===== src/rtl/tga_rle_pixel_decoder_core_macros.svh =====
// Assertion macros shared by the TGA RLE pixel decoder RTL.
// Depends on nothing; included by the modules that carry assertions.
// Simulation builds get the checks; synthesis builds get empty bodies.
`ifndef TGA_RLE_PIXEL_DECODER_CORE_MACROS_SVH
`define TGA_RLE_PIXEL_DECODER_CORE_MACROS_SVH

`ifndef SYNTHESIS

// Same-cycle implication, checked at every rising edge outside reset.
`define TGARLE_ASSERT_NOW(label, clk, rst_n, ante, cons) \
    label: assert property (@(posedge clk) disable iff (!rst_n) (ante) |-> (cons)) \
        else $error("tgarle same-cycle check failed");

// Next-cycle implication, checked at every rising edge outside reset.
`define TGARLE_ASSERT_NEXT(label, clk, rst_n, ante, cons) \
    label: assert property (@(posedge clk) disable iff (!rst_n) (ante) |=> (cons)) \
        else $error("tgarle next-cycle check failed");

`else

`define TGARLE_ASSERT_NOW(label, clk, rst_n, ante, cons)
`define TGARLE_ASSERT_NEXT(label, clk, rst_n, ante, cons)

`endif

`endif


===== src/rtl/tgarle_pkg.sv =====
// Shared types and constants for the TGA RLE pixel decoder.
// No dependencies; imported by every module of the block.
`default_nettype none

package tgarle_pkg;

    // Configuration register indexes.
    localparam logic [1:0] REG_IMAGE_MODE      = 2'd0;
    localparam logic [1:0] REG_BYTES_PER_PIXEL = 2'd1;
    localparam logic [1:0] REG_ALPHA_ENABLE    = 2'd2;
    localparam logic [1:0] REG_PIXEL_COUNT     = 2'd3;

    // Image mode bits.
    localparam int MODE_RLE_BIT  = 0;
    localparam int MODE_GRAY_BIT = 1;

    // RLE packet header fields.
    localparam int         HDR_RUN_BIT   = 7;
    localparam logic [6:0] HDR_COUNT_MAX = 7'h7f;

    localparam logic [7:0] OPAQUE_ALPHA = 8'd255;

    // Effective pixel size after clamping bytes_per_pixel to 2..4.
    typedef enum logic [1:0] {
        PIX_2B,
        PIX_3B,
        PIX_4B
    } t_pix_size;

    // Controls handed to the pixel converter.
    typedef struct packed {
        logic      gray;
        logic      alpha_enable;
        t_pix_size size;
    } t_conv_ctrl;

    // One result beat.
    typedef struct packed {
        logic [31:0] pixel_word;
        logic [7:0]  repeat_count;
        logic        last_pixel;
        logic        overrun;
    } t_result;

endpackage

`default_nettype wire


===== src/rtl/tga_rle_pixel_decoder_core.sv =====
// Top level of the TGA RLE pixel decoder: packet parsing, pixel assembly and run bookkeeping.
// Depends on tgarle_pkg, tgarle_convert, tgarle_out_buf and the assertion macro header.
`default_nettype none

// The decoder takes the pixel-data bytes of a TGA image (everything after the file
// header) as one beat per byte and returns one beat per distinct pixel: the pixel
// converted to RGBA order, the number of times it occurs in a row (1 to 128), a flag
// on the beat that completes the image and a flag when a packet ran past the image
// end, in which case the repeat count is clipped to the pixels that remain. In the
// RLE modes the packet header bytes and the non-final bytes of a pixel produce no
// beat. One byte is accepted every clock cycle: the packet, pixel and count state is
// updated at each accepted byte, and the finished pixel goes to a two-entry output
// buffer, so input ready only drops when two results are waiting at the output. Once
// the image is complete, further bytes are accepted and dropped until reset or a pixel
// count write. Configuration registers (image mode, bytes per pixel, alpha enable,
// pixel count) are written through a plain write port and must only change while no
// result is outstanding; a partial pixel and the packet state survive a change.
module tga_rle_pixel_decoder_core (
    input  var logic        i_clk,
    input  var logic        i_rst_n,
    // Configuration write port.
    input  var logic        i_cfg_we,
    input  var logic [1:0]  i_cfg_index,
    input  var logic [31:0] i_cfg_wdata,
    // Byte input channel.
    input  var logic        i_valid,
    output var logic        o_ready,
    input  var logic [7:0]  i_data_byte,
    // Pixel result channel.
    output var logic        o_valid,
    input  var logic        i_ready,
    output var logic [31:0] o_pixel_word,
    output var logic [7:0]  o_repeat_count,
    output var logic        o_last_pixel,
    output var logic        o_overrun
);
    import tgarle_pkg::*;

    `include "tga_rle_pixel_decoder_core_macros.svh"

    // Configuration registers.
    logic [1:0]  r_image_mode;
    logic [2:0]  r_bytes_per_pixel;
    logic        r_alpha_enable;

    // Decode state. The image position is kept as the signed difference between
    // the pixel count and the pixels already emitted, so that a step needs only
    // one subtract; the emitted count itself is kept to rebuild it on a write.
    logic        r_expect_header;
    logic        r_run_packet;
    logic [6:0]  r_packet_left;
    logic [1:0]  r_byte_slot;
    logic [23:0] r_pixel_bytes;
    logic [31:0] r_pixels_done;
    logic [32:0] r_remaining;

    logic        n_expect_header;
    logic        n_run_packet;
    logic [6:0]  n_packet_left;
    logic [1:0]  n_byte_slot;
    logic [23:0] n_pixel_bytes;

    logic        accept;
    logic        buf_full;
    logic        is_rle;
    logic        finished;
    logic [2:0]  eff_bytes;
    t_conv_ctrl  conv_ctrl;
    logic [31:0] conv_word;
    logic        take_header;
    logic        partial_byte;
    logic        pixel_done;

    logic [7:0]  run_total;
    logic        rem_big;
    logic        rem_one;
    logic        clip;
    logic [7:0]  push_rep;
    logic        push_ov;
    logic        push_last;
    logic        push;
    t_result     push_data;
    t_result     out_data;

    assign accept = i_valid && o_ready;
    assign o_ready = !buf_full;

    assign is_rle   = r_image_mode[MODE_RLE_BIT];
    assign finished = r_remaining[32] || (r_remaining == 33'd0);

    // Clamp bytes per pixel to the supported 2..4 range.
    always_comb begin
        conv_ctrl.gray         = r_image_mode[MODE_GRAY_BIT];
        conv_ctrl.alpha_enable = r_alpha_enable;
        if (r_bytes_per_pixel < 3'd2) begin
            eff_bytes      = 3'd2;
            conv_ctrl.size = PIX_2B;
        end else if (r_bytes_per_pixel > 3'd4) begin
            eff_bytes      = 3'd4;
            conv_ctrl.size = PIX_4B;
        end else begin
            eff_bytes      = r_bytes_per_pixel;
            conv_ctrl.size = (r_bytes_per_pixel == 3'd2) ? PIX_2B :
                             (r_bytes_per_pixel == 3'd3) ? PIX_3B : PIX_4B;
        end
    end

    tgarle_convert u_convert (
        .i_ctrl       (conv_ctrl),
        .i_held_bytes (r_pixel_bytes),
        .i_last_byte  (i_data_byte),
        .o_pixel_word (conv_word)
    );

    // Byte classification for an accepted beat.
    assign take_header  = !finished && is_rle && r_expect_header;
    assign partial_byte = !finished && !take_header
                          && (({1'b0, r_byte_slot} + 3'd1) < eff_bytes);
    assign pixel_done   = !finished && !take_header && !partial_byte;

    // Repeat count and clipping. A run is at most 128 pixels, so it only needs
    // clipping when fewer than 128 pixels remain.
    assign run_total = {1'b0, r_packet_left} + 8'd1;
    assign rem_big   = |r_remaining[32:7];
    assign rem_one   = (r_remaining == 33'd1);
    assign clip      = is_rle && r_run_packet && !rem_big
                       && (run_total > {1'b0, r_remaining[6:0]});

    always_comb begin
        push_ov = 1'b0;
        if (!is_rle) begin
            push_rep = 8'd1;
        end else if (r_run_packet) begin
            push_rep = clip ? {1'b0, r_remaining[6:0]} : run_total;
            push_ov  = clip;
        end else begin
            push_rep = 8'd1;
            push_ov  = rem_one && (r_packet_left != 7'd0);
        end
    end

    assign push_last = (r_remaining == {25'd0, push_rep});
    assign push      = accept && pixel_done;

    assign push_data.pixel_word   = conv_word;
    assign push_data.repeat_count = push_rep;
    assign push_data.last_pixel   = push_last;
    assign push_data.overrun      = push_ov;

    // Next packet and pixel-assembly state.
    always_comb begin
        n_expect_header = r_expect_header;
        n_run_packet    = r_run_packet;
        n_packet_left   = r_packet_left;
        n_byte_slot     = r_byte_slot;
        n_pixel_bytes   = r_pixel_bytes;
        if (take_header) begin
            n_run_packet    = i_data_byte[HDR_RUN_BIT];
            n_packet_left   = i_data_byte[6:0] & HDR_COUNT_MAX;
            n_expect_header = 1'b0;
        end else if (partial_byte) begin
            case (r_byte_slot)
                2'd0:    n_pixel_bytes[7:0]   = r_pixel_bytes[7:0] | i_data_byte;
                2'd1:    n_pixel_bytes[15:8]  = r_pixel_bytes[15:8] | i_data_byte;
                2'd2:    n_pixel_bytes[23:16] = r_pixel_bytes[23:16] | i_data_byte;
                default: n_pixel_bytes        = r_pixel_bytes;
            endcase
            n_byte_slot = r_byte_slot + 2'd1;
        end else if (pixel_done) begin
            n_byte_slot   = 2'd0;
            n_pixel_bytes = 24'd0;
            if (is_rle) begin
                if (r_run_packet || (r_packet_left == 7'd0)) begin
                    n_packet_left   = 7'd0;
                    n_expect_header = 1'b1;
                end else begin
                    n_packet_left = r_packet_left - 7'd1;
                end
            end
        end
    end

    always_ff @(posedge i_clk) begin
        if (!i_rst_n) begin
            r_image_mode      <= 2'd0;
            r_bytes_per_pixel <= 3'd4;
            r_alpha_enable    <= 1'b0;
            r_expect_header   <= 1'b1;
            r_run_packet      <= 1'b0;
            r_packet_left     <= 7'd0;
            r_byte_slot       <= 2'd0;
            r_pixel_bytes     <= 24'd0;
            r_pixels_done     <= 32'd0;
            r_remaining       <= 33'd1;
        end else begin
            if (accept) begin
                r_expect_header <= n_expect_header;
                r_run_packet    <= n_run_packet;
                r_packet_left   <= n_packet_left;
                r_byte_slot     <= n_byte_slot;
                r_pixel_bytes   <= n_pixel_bytes;
                if (pixel_done) begin
                    r_pixels_done <= r_pixels_done + {24'd0, push_rep};
                    r_remaining   <= r_remaining - {25'd0, push_rep};
                end
            end
            if (i_cfg_we) begin
                case (i_cfg_index)
                    REG_IMAGE_MODE:      r_image_mode      <= i_cfg_wdata[1:0];
                    REG_BYTES_PER_PIXEL: r_bytes_per_pixel <= i_cfg_wdata[2:0];
                    REG_ALPHA_ENABLE:    r_alpha_enable    <= i_cfg_wdata[0];
                    REG_PIXEL_COUNT: begin
                        r_remaining <= {1'b0, i_cfg_wdata} - {1'b0, r_pixels_done};
                    end
                    default: r_image_mode <= r_image_mode;
                endcase
            end
        end
    end

    tgarle_out_buf u_out_buf (
        .i_clk       (i_clk),
        .i_rst_n     (i_rst_n),
        .i_push      (push),
        .i_push_data (push_data),
        .o_full      (buf_full),
        .o_valid     (o_valid),
        .i_ready     (i_ready),
        .o_data      (out_data)
    );

    assign o_pixel_word   = out_data.pixel_word;
    assign o_repeat_count = out_data.repeat_count;
    assign o_last_pixel   = out_data.last_pixel;
    assign o_overrun      = out_data.overrun;

    // A result always repeats at least once and never more than one full run.
    `TGARLE_ASSERT_NOW(a_rep_in_range, i_clk, i_rst_n, push,
        push_rep != 8'd0 && push_rep <= 8'd128)
    // A finished image leaves the pixel position untouched.
    `TGARLE_ASSERT_NEXT(a_done_is_frozen, i_clk, i_rst_n,
        accept && finished && !i_cfg_we, $stable(r_pixels_done))
    // Overrun is only reported on the beat that completes the image.
    `TGARLE_ASSERT_NOW(a_overrun_at_end, i_clk, i_rst_n, push && push_ov, push_last)
    // The raw modes never carry a repeat count above one.
    `TGARLE_ASSERT_NOW(a_raw_single, i_clk, i_rst_n, push && !is_rle,
        push_rep == 8'd1 && !push_ov)

endmodule

`default_nettype wire


===== src/rtl/tgarle_convert.sv =====
// Pixel format converter of the TGA RLE pixel decoder.
// Depends on tgarle_pkg; purely combinational.
`default_nettype none

module tgarle_convert (
    input  var tgarle_pkg::t_conv_ctrl i_ctrl,
    input  var logic [23:0]            i_held_bytes,
    input  var logic [7:0]             i_last_byte,
    output var logic [31:0]            o_pixel_word
);
    import tgarle_pkg::*;

    logic [7:0]  b0, b1, b2, b3;
    logic [15:0] v16;
    logic        a16;
    logic [7:0]  alpha_sel;

    // The byte that completes the pixel lands in slot size-1; later slots read zero.
    always_comb begin
        b0 = i_held_bytes[7:0];
        b1 = i_held_bytes[15:8];
        b2 = i_held_bytes[23:16];
        b3 = 8'd0;
        case (i_ctrl.size)
            PIX_2B:  b1 = i_last_byte;
            PIX_3B:  b2 = i_last_byte;
            PIX_4B:  b3 = i_last_byte;
            default: b3 = i_last_byte;
        endcase
    end

    assign v16 = {b1, b0};
    assign a16 = i_ctrl.alpha_enable ? v16[15] : 1'b1;

    always_comb begin
        if (i_ctrl.gray) begin
            alpha_sel = i_ctrl.alpha_enable ? b1 : OPAQUE_ALPHA;
            o_pixel_word = {16'd0, alpha_sel, b0};
        end else begin
            alpha_sel = i_ctrl.alpha_enable ? b3 : OPAQUE_ALPHA;
            case (i_ctrl.size)
                PIX_2B:  o_pixel_word = {16'd0, v16[14:0], a16};
                PIX_3B:  o_pixel_word = {8'd0, b0, b1, b2};
                PIX_4B:  o_pixel_word = {alpha_sel, b0, b1, b2};
                default: o_pixel_word = {alpha_sel, b0, b1, b2};
            endcase
        end
    end

endmodule

`default_nettype wire


===== src/rtl/tgarle_out_buf.sv =====
// Two-entry result buffer (output register plus skid entry).
// Depends on tgarle_pkg and the assertion macro header.
`default_nettype none

module tgarle_out_buf (
    input  var logic                i_clk,
    input  var logic                i_rst_n,
    input  var logic                i_push,
    input  var tgarle_pkg::t_result i_push_data,
    output var logic                o_full,
    output var logic                o_valid,
    input  var logic                i_ready,
    output var tgarle_pkg::t_result o_data
);
    import tgarle_pkg::*;

    `include "tga_rle_pixel_decoder_core_macros.svh"

    logic    r_main_v, r_skid_v;
    t_result r_main, r_skid;
    logic    pop;

    assign pop     = r_main_v && i_ready;
    assign o_valid = r_main_v;
    assign o_data  = r_main;
    assign o_full  = r_skid_v;

    always_ff @(posedge i_clk) begin
        if (!i_rst_n) begin
            r_main_v <= 1'b0;
            r_skid_v <= 1'b0;
        end else if (pop || !r_main_v) begin
            // The main entry is free: refill from skid first to keep order.
            if (r_skid_v) begin
                r_main   <= r_skid;
                r_main_v <= 1'b1;
                r_skid_v <= i_push;
                if (i_push) begin
                    r_skid <= i_push_data;
                end
            end else begin
                r_main_v <= i_push;
                if (i_push) begin
                    r_main <= i_push_data;
                end
            end
        end else if (i_push) begin
            r_skid   <= i_push_data;
            r_skid_v <= 1'b1;
        end
    end

    `TGARLE_ASSERT_NOW(a_skid_needs_main, i_clk, i_rst_n, r_skid_v, r_main_v)
    `TGARLE_ASSERT_NEXT(a_push_lands, i_clk, i_rst_n, i_push && !r_skid_v, r_main_v)
    `TGARLE_ASSERT_NEXT(a_held_beat_kept, i_clk, i_rst_n,
        r_main_v && !i_ready, r_main_v && o_data == $past(r_main))

endmodule

`default_nettype wire

===== config.mk =====
export PLATFORM = sky130hd
export DESIGN_NAME = tga_rle_pixel_decoder_core
export DESIGN_NICKNAME = d
export VERILOG_FILES = /design/src/rtl/tgarle_pkg.sv /design/src/rtl/tga_rle_pixel_decoder_core.sv /design/src/rtl/tgarle_convert.sv /design/src/rtl/tgarle_out_buf.sv
export VERILOG_INCLUDE_DIRS = /design/src /design/src/rtl
export SDC_FILE = /design/constraint.sdc
export NUM_CORES = 1
export LEC_CHECK = 0
export ABC_AREA = 1
export BUFFER_PORTS_ARGS = -buffer_cell sky130_fd_sc_hd__buf_2
export CORE_ASPECT_RATIO = 1.75
export CORE_UTILIZATION = 30
export DETAILED_ROUTE_END_ITERATION = 12
export PLACE_DENSITY = 0.46
export SLEW_MARGIN = 15
export SYNTH_ARGS = -nofsm -noshare
export SYNTH_HDL_FRONTEND = slang
export SYNTH_HIERARCHICAL = 1
export SYNTH_SLANG_ARGS = --single-unit
export TNS_END_PERCENT = 100

===== constraint.sdc =====
create_clock -name i_clk -period 5.2 [get_ports i_clk]
set_clock_uncertainty 0.1 [all_clocks]
set_input_delay 0.78 -clock i_clk [delete_from_list [all_inputs] [get_ports i_clk]]
set_output_delay 0.78 -clock i_clk [all_outputs]
set_load 0.01 [all_outputs]

* After elaboration in Yosys (flattened, before gate mapping)
Cells that the tools add are included.
** Operators by class
- $add $sub $neg :: 7
- $lt $le $gt $ge :: 4
- Equal/unequal tests :: 15
- Mux-type cells :: 48
- Bitwise operators :: 4
- Reduce and logical (&&, ||, !) cells :: 47
** Operators with widths (number)
- 42-bit two-way mux :: 5
- 33-bit two-way mux :: 4
- 8-bit two-way mux :: 10
- 32-bit case mux with 2 select lines :: 1
- 24-bit two-way mux :: 2
- 7-bit two-way mux :: 5
- 33-bit by 1-bit == test with 1-bit output (second input constant) :: 1
- 33-bit by 8-bit == test with 1-bit output :: 1
- 33-bit zero test :: 1
- 32-bit by 32-bit subtractor with 33-bit output :: 1
- 33-bit by 8-bit subtractor with 33-bit output :: 1
- 32-bit by 8-bit adder with 32-bit output :: 1
- 32-bit two-way mux :: 1
- 26-bit OR reduction :: 1
- 8-bit bitwise OR :: 3
- 4-bit AND reduction :: 4
- 1-bit logical AND :: 12
- 1-bit two-way mux :: 12
- 2-bit two-way mux :: 6
- 2-bit AND reduction :: 6
- 2-bit nonzero test :: 6
- 7-bit by 1-bit adder with 8-bit output (second input constant) :: 1
- 8-bit by 7-bit > comparator with 1-bit output :: 1
- 2-bit by 1-bit != test with 1-bit output (second input constant) :: 4
- 19 further kinds :: 35
** Storage, ports and cells
- Register bits after elaboration :: 192
- Output and inout port bits :: 44
- Logic and storage cells :: 147

* Longest topological paths before layout
Gate-level depths: netlist (run 1).
- Depth after elaboration :: 14
- Mapped depth :: 31
- Mapped depth without buffers :: 30

* Hierarchy
The synthesis (run 1) kept the hierarchy.
** By module, submodules not included
- tga_rle_pixel_decoder_core :: instances 1, cells an instance 1529, area an instance 9273.9 um2
- tgarle_out_buf :: instances 1, cells an instance 237, area an instance 3190.6 um2
- tgarle_convert :: instances 1, cells an instance 151, area an instance 656.9 um2

* Worst setup path before layout (run 1)
Ideal clock, no wire load.
- Path type :: reg2reg
- Start :: reg, netlist name r_byte_slot[0]
- End :: reg u_out_buf/r_skid[0] in the netlist's numbering, enable pin
- Arrival time :: 4025 ps
- Required time :: 4645 ps
- Setup slack :: 620 ps
- Cell stages (with the launch flop) :: 12
- Buffers on the path :: 2
- Period minus slack after synthesis :: 4580 ps
- Path through :: dfxtp_1 > inv_1 > ha_1 > ha_1 > nand3_1 > nand2_1 > nand4_4 > nor2_4 > buf_4 > buf_4 > nand2_1 > a21oi_1
** RTL lines
- end signal, assigned :: line tgarle_out_buf.sv:39 : r_skid <= i_push_data;
- end signal, assigned :: line tgarle_out_buf.sv:48 : r_skid <= i_push_data;
- end, declared :: line tgarle_out_buf.sv:20 : t_result r_main, r_skid;

* Final worst setup path (run 1)
- Start :: reg r_packet_left[2]
- End :: reg r_pixels_done[16]
** On the way
- Longest elaborated chain between the ends :: 7
** Ends and longest elaborated chain
- start, declared :: line tga_rle_pixel_decoder_core.sv:51 : logic [6:0] r_packet_left;
- start signal, assigned :: line tga_rle_pixel_decoder_core.sv:199 : r_packet_left <= n_packet_left;
- 7-bit by 1-bit adder with 8-bit output :: line tga_rle_pixel_decoder_core.sv:123 : assign run_total = {1'b0, r_packet_left} + 8'd1;
- 8-bit by 7-bit > comparator with 1-bit output :: line tga_rle_pixel_decoder_core.sv:127 : && (run_total > {1'b0, r_remaining[6:0]});
- 1-bit logical AND :: line tga_rle_pixel_decoder_core.sv:127
- 8-bit two-way mux :: line tga_rle_pixel_decoder_core.sv:134 : push_rep = clip ? {1'b0, r_remaining[6:0]} : run_total;
- 8-bit two-way mux :: line tga_rle_pixel_decoder_core.sv:133 : end else if (r_run_packet) begin
- 8-bit two-way mux :: line tga_rle_pixel_decoder_core.sv:131 : if (!is_rle) begin
- named net push_rep[0] :: line tga_rle_pixel_decoder_core.sv:78 : logic [7:0] push_rep;
- 32-bit by 8-bit adder with 32-bit output :: line tga_rle_pixel_decoder_core.sv:203 : r_pixels_done <= r_pixels_done + {24'd0, push_rep};
- end signal, assigned :: line tga_rle_pixel_decoder_core.sv:203
- end, declared :: line tga_rle_pixel_decoder_core.sv:54 : logic [31:0] r_pixels_done;
The timed path passes the listed nets, and every way through them passes these cells.
A chain may end at the register's enable or synchronous reset.

==> impl_metrics.tcl, run 1 <==
set metrics [dict create \
    status "finished, final reports clean" \
    grt_pass1_wl_mm 71.5 \
    antenna_found_initial 0 \
    clockBufferDepth 2 \
    cts_resized 0 \
    p_comb_frac 0.193 \
    period_needed_ns 4.72 \
    coreArea_um2 43200 \
    io_buffers 90 \
    h-tree-depth 4 \
    crit_fanout 8 \
    ys_seq_area_frac 0.357 \
    synthFlopType "dfxtp_1" \
    synth_top_area_cell "edfxtp_1" \
    p_sw_mw 1.25 \
    holdPathEnd "r_pixel_bytes[12]" \
    yosysTopAreaCellShare 0.192 \
    hold_depth 2 \
    ys_top_cells_by_area "edfxtp_1 19%, dfxtp_1 16%, nand2_1 16%, inv_1 7.0%, a21oi_1 6.2%" \
    worst_pin_slew_ns 0.789 \
    viasPerCell 4.93 \
    fin_crit_sh 0.907 \
    ys_ff_latch 192 \
    layout_common_cells "552 x nand2_1, 245 x inv_1, 169 x nor2_1" \
    r2r_cells 21 \
    p_leak_nw 6.71 \
    hp-class "reg -> reg" \
    final_common_cell "nand2_1" \
    dp_hpwl_mm 37.9 \
    grt_use_total 0.213 \
    via_count 12681 \
    cap_viol_max_count 0 \
    cts_root_buf "clkbuf_16" \
    firstDrtPassIters 5 \
    report.final.hold_viol_count 0 \
    synth_nets 2031 \
    insertion_delay_ns 0.47 \
    ys_warn_count 6 \
    startpoint_type "flop" \
    synthCells 1917 \
    syn2layout_area_growth_pct 12.8 \
    syn_area_um2 13100 \
    p_per_area_nw_per_um2 264 \
    reg2reg_to "r_pixels_done[16]" \
    routed_wl_mm 46.9 \
    cp.arrival_ns 4.98 \
    clkSinkCount 192 \
    setup_violations 0 \
    post_cts_buffers 0 \
    tns_ns 0 \
    crit-reg2reg-launch "r_packet_left[2]" \
    finalWeightedCongestion 0.977 \
    regToRegSetupSlack_ns 0.48 \
    drc_errors 0 \
    drt-initial-drc-count 673 \
    p_clk_frac 0.382 \
    swShare 0.321 \
    synth_cell_types 54 \
    cts.clk_slew.worst_paths_ns 0.09 \
    synth-edff-count 84 \
    start_util 0.304 \
    ir_drop_v 0.000159 \
    nets 2109 \
    layout.cells.non_filler 2574 \
    cts_tree "yes" \
    cts_hold_repair.buffers 0 \
    max_slew_margin 0.473 \
    p_total_mw 3.90 \
    synth_area_per_cell_um2 6.84 \
    ant_nets 0 \
    layout-drive-gt1-share 0.101 \
    maxSlewViolCount 0 \
    p_seq_frac 0.425 \
    end_kind "flop" \
    first_global_vias 12532 \
    diodes 0 \
    grt.overflow.total 0 \
    wl_per_cell_um 18.2 \
    io_pins 91 \
    rsz0062_at_grt "no" \
    internal_power_mw 2.65 \
    fmaxAchievable_mhz 212 \
    die_h_um 279 \
    die_w_um 160 \
    hold_start "r_pixel_bytes[12]" \
    required_ns 5.46 \
    grt_max_degree 47 \
    path_class "reg -> reg" \
    dieArea_um2 44600 \
    synthArstFlopShare 0 \
    rows 101 \
    dp_cells 2542 \
    cts_inserted_buffers 17 \
]
-- layout make-up --
cell class / count / area (um^2)
Timing Repair Buffer: 107 / 591
Clock inverter: 15 / 230
Inverter: 271 / 1020
Tap cell: 566 / 708
Sequential cell: 192 / 4690
Multi-Input combinational cell: 1406 / 7140
Clock buffer: 17 / 425
Fill cell: 4832 / 28400
-- layer usage --
metal | vias to the layer above | GRT usage | part of all wire
met2 | 313 | 0.417 | 0.54
met3 | 115 | 0.0205 | 0.027
met1 | 5838 | 0.201 | 0.35
met5 | - | 0 | 0
li1 | 6415 | - | -
met4 | 0 | 0.160 | 0.077
-- worst max-delay path, cell delays in order (launching register included) --
cell and delay, ns:
dfxtp_1 0.48, nand3_1 0.19, nor3_1 0.26, xor2_1 0.25
inv_1 0.07, ha_1 0.30, a21oi_1 0.07, o211ai_1 0.14
o21bai_1 0.12, nand3_1 0.23, o211ai_1 0.43, ha_1 0.29
inv_1 0.09, fa_1 0.46, o31ai_2 0.33, nand2_1 0.09
nand2_1 0.17, nand2_1 0.14, nor2_4 0.14, nand2_1 0.09
o21ai_1 0.13, a21oi_1 0.06
-- worst max path at each step --
stage / from / end / slack, ns / depth (start not counted)
after floorplan: r_byte_slot[0] / u_out_buf/r_skid[0] / 0.62 / 11
after global placement: r_packet_left[0] / r_remaining[30] / 0.56 / 29
after detailed placement: r_packet_left[2] / r_remaining[30] / 0.53 / 27
after CTS: r_packet_left[2] / r_remaining[30] / 0.49 / 27
after global routing: r_packet_left[2] / r_remaining[30] / 0.07 / 27
final: r_packet_left[2] / r_pixels_done[16] / 0.48 / 21
-- flip-flops by register name, summed over array words and instances (netlist names), 2 cells and up --
signal             cells
r_byte_slot            2
r_bytes_per_pixel      3
r_image_mode           2
r_packet_left          7
r_pixel_bytes         24
r_pixels_done         32
r_remaining           33
u_out_buf/o_data      42
u_out_buf/r_skid      42
-- stage by stage --
| stage | worst slack [ns] | instance area, um^2 | hold WS (ns) | utilization |
|---|---|---|---|---|
| after floorplan | 0.620 | 13100 | 0.320 | - |
| after global placement | 0.560 | 14100 | 0.342 | 0.327 |
| after detailed placement | 0.526 | 14100 | 0.355 | 0.327 |
| after CTS | 0.493 | 14800 | 0.375 | 0.342 |
| after global routing | 0.0656 | 14800 | 0.397 | 0.342 |
| final | 0.484 | 14800 | 0.371 | 0.342 |
-- logic make-up after synthesis --
family / count (synthesis) / synth area share
flip-flops: 192 / 0.357
AND/OR/NAND/NOR: 1007 / 0.333
XOR/XNOR: 36 / 0.0240
buffers and inverters: 319 / 0.101
adder cells (fa/ha/maj): 67 / 0.0656
AO/OA/AOI/OAI: 296 / 0.120
-- cell usage after synthesis, types with 2 or more instances --
master      n
nand2_1   552
inv_1     245
nor2_1    170
a21oi_1   163
nand3_1   153
dfxtp_1   108
edfxtp_1   84
o21ai_0    83
ha_1       64
nor3_1     41
nand4_1    36
xor2_1     27
inv_2      20
clkbuf_1   15
o21ai_1    14
buf_2      12
buf_4       9
buf_6       9
nor2_2      9
nor4_1      9
o21bai_1    9
xnor2_1     9
o211ai_1    8
or2_2       7
nand2_2     6
nand3b_1    6
a31oi_1     5
clkinv_1    5
a21o_1      4
nor2_4      4
buf_1       3
fa_1        3
a21oi_2     2
nand2_4     2
o31ai_2     2
-- power groups by stage --
stage / clock [mW] / combinational [mW] / sequential, mW
3_3_place_gp: 0 / 0.752 / 1.69
3_5_place_dp: 0 / 0.754 / 1.69
2_1_floorplan: 0 / 0.515 / 1.69
5_1_grt: 1.58 / 0.847 / 1.67
4_1_cts: 1.54 / 0.758 / 1.66
6_report: 1.49 / 0.751 / 1.66
No activity file was read; power rests on OpenSTA's default activity.
==> inputs of run 2 (changes only) <==
--- a/config.mk
+++ b/config.mk
@@ -6,12 +6,11 @@
 export SDC_FILE = /design/constraint.sdc
 export NUM_CORES = 1
 export LEC_CHECK = 0
-export ABC_AREA = 1
 export BUFFER_PORTS_ARGS = -buffer_cell sky130_fd_sc_hd__buf_2
 export CORE_ASPECT_RATIO = 1.75
 export CORE_UTILIZATION = 30
 export DETAILED_ROUTE_END_ITERATION = 12
-export PLACE_DENSITY = 0.46
+export PLACE_DENSITY = 0.47
 export SLEW_MARGIN = 15
 export SYNTH_ARGS = -nofsm -noshare
 export SYNTH_HDL_FRONTEND = slang
==> run 2 against run 1 <==
  * Non-clock buffer count grew 21
  * Die area shrank 12%
  * Critical endpoint is now r_remaining[29]
  * Final cell count shrank 30%
  * First-iteration DRC count shrank 41%
  * Largest cell class unchanged
  * Global-route usage shrank 3.5 points
==> impl_metrics.tcl, run 2 <==
set metrics [dict create \
    grt_pass1_wl_mm 52.3 \
    finish.utilization 0.352 \
    synthArstFlopShare 0 \
    synth-edff-count 84 \
    status "finished, final reports clean" \
    cp.arrival_ns 5.25 \
    yosysTopAreaCellShare 0.219 \
    cts_hold_repair.buffers 0 \
    drc_errors 0 \
    synth_top_cells_by_count "129 x nor2_1, 108 x dfxtp_1, 94 x a21oi_1, 84 x edfxtp_1, 77 x nand2_1" \
    clockBufferDepth 2 \
    synth_cell_types 77 \
    io_buffers 90 \
    worst_pin_slew_ns 0.886 \
    fin_crit_sh 0.966 \
    ys_seq_area_frac 0.407 \
    wl_per_cell_um 18.7 \
    dp_hpwl_mm 26.4 \
    rsz0062_at_grt "yes" \
    synthCells 1208 \
    dieArea_um2 39200 \
    via_count 9249 \
    io_pins 91 \
    cpMaxStageDelayCell "or4_4" \
    rows 94 \
    start_util 0.305 \
    ys_warn_count 6 \
    startpoint_type "flop" \
    ys_top_cells_by_area "edfxtp_1 22%, dfxtp_1 19%, ha_1 7.0%, mux2_4 5.0%, xnor2_1 4.7%" \
    fmaxAchievable_mhz 199 \
    drt-initial-drc-count 397 \
    synthMostInstantiatedCell "nor2_1" \
    antenna_found_initial 0 \
    synth_area_per_cell_um2 9.53 \
    hp-class "reg -> reg" \
    report.final.hold_viol_count 0 \
    r2r_cells 18 \
    first_global_vias 9372 \
    finalWeightedCongestion 0.862 \
    firstDrtPassIters 6 \
    syn2layout_area_growth_pct 15.4 \
    viasPerCell 5.13 \
    cap_viol_max_count 0 \
    cts.clk_slew.worst_paths_ns 0.08 \
    layout-drive-gt1-share 0.191 \
    die_h_um 261 \
    crit_fanout 8 \
    insertion_delay_ns 0.46 \
    path_class "reg -> reg" \
    nets 1424 \
    path_common_cell "or4_4" \
    reg2reg_to "r_remaining[29]" \
    cts_inserted_buffers 17 \
    h-tree-depth 4 \
    final_common_cell "nor2_1" \
    ant_nets 0 \
    cts_tree "yes" \
    grt.overflow.total 0 \
    dp_cells 1766 \
    required_ns 5.43 \
    p_total_mw 3.53 \
    final_area_um2 13300 \
    cts_root_buf "clkbuf_16" \
    crit_path_max_incr_delay_ns 0.53 \
    coreArea_um2 37800 \
    die_w_um 150 \
    regToRegSetupSlack_ns 0.18 \
    grt_use_total 0.177 \
    synth_nets 1322 \
    diodes 0 \
    layout_common_cells "129 x nor2_1, 104 x dfxtp_1, 90 x a21oi_1, 90 x buf_2, 84 x edfxtp_1" \
    worstPathCellList "or4_4 > or3_1 > or4_4 > or4_4 > nor2_4 > o21ai_4 > mux2i_1 > or2_4 > ha_1 > nor2b_1 > o21ai_2 > a21oi_2 > o31a_1 > o31a_1 > buf_4 > nor4_2 > xnor2_1 > o221ai_1" \
    maxSlewViolCount 0 \
    tns_ns 0 \
    critPathCapture "r_remaining[29]" \
    postPlaceCellArea_um2 12600 \
    layout.cells.non_filler 1803 \
    crit_start "r_remaining[23]" \
    p_leak_nw 4.99 \
    syn_area_um2 11500 \
    grt_max_degree 47 \
    ys_ff_latch 192 \
    routed_wl_mm 33.8 \
    hold_start "r_pixel_bytes[12]" \
    p_per_area_nw_per_um2 266 \
    clkSinkCount 192 \
    synthFlopType "dfxtp_1" \
    end_kind "flop" \
    ir_drop_v 0.000244 \
    crit-reg2reg-launch "r_remaining[23]" \
    max_slew_margin 0.394 \
    period_needed_ns 5.02 \
    synth_top_area_cell "edfxtp_1" \
    setup_violations 0 \
]
## run 2: per-stage QoR
| step | setup WS [ns] | hold slack (ns) |
|---|---|---|
| final | 0.175 | 0.363 |
| after global routing | -0.00992 | 0.393 |
| after CTS | 0.0621 | 0.368 |
| after detailed placement | 0.0884 | 0.348 |
| after global placement | 0.132 | 0.340 |
| after floorplan | 0.150 | 0.328 |
## run 2: layer usage
| layer | vias up | track usage | wire (um) | part of all wire |
|---|---|---|---|---|
| met5 | - | 0 | 0 | 0 |
| met4 | 0 | 0.0906 | 1630 | 0.048 |
| met3 | 56 | 0.0239 | 897 | 0.027 |
| met2 | 184 | 0.359 | 19200 | 0.57 |
| met1 | 4419 | 0.169 | 12100 | 0.36 |
| li1 | 4590 | - | - | - |
## run 2: repair_timing
item                                    in CTS  in global routing
gates resized for setup                      0                 29
endpoints found under the setup margin       0                 48
setup buffers                                0                  4
## run 2: logic make-up (layout without fill, tap and decap cells)
logic type,Yosys count,after routing,synth area share
flip-flops,192,192,0.407
AND/OR/NAND/NOR,396,396,0.171
adder cells (fa/ha/maj),67,67,0.0748
AO/OA/AOI/OAI,291,291,0.164
buffers and inverters,115,230,0.0467
multiplexers,66,66,0.0751
XOR/XNOR,81,81,0.0616
## run 2: worst min path at each step
stage	to	cells after the start
CTS	r_pixel_bytes[14]	2
detailed placement	r_pixel_bytes[14]	2
global placement	r_pixel_bytes[12]	2
finish	r_pixel_bytes[12]	2
global route	r_pixel_bytes[20]	2
floorplan	r_pixel_bytes[16]	2
## run 2: power breakdown
part	switching (mW)	internal, mW
Clock	0.687	0.654
Combinational	0.314	0.233
Sequential	0.0364	1.61
Total	1.04	2.49
## run 2: critical path: cells and delay by family (launching register included)
kind	cells	cell delay, ns
AND/OR/NAND/NOR	8	2.57
AO/OA/AOI/OAI	6	1.09
flip-flops	1	0.34
adder cells (fa/ha/maj)	1	0.29
buffers and inverters	1	0.19
XOR/XNOR	1	0.17
multiplexers	1	0.15
## run 2: final cells by class
cell class | instances | area (um^2)
Clock buffer | 17 | 425
Clock inverter | 15 | 170
Fill cell | 3881 | 24500
Inverter | 70 | 263
Multi-Input combinational cell | 901 | 6370
Sequential cell | 192 | 4690
Tap cell | 480 | 601
Timing Repair Buffer | 128 | 759
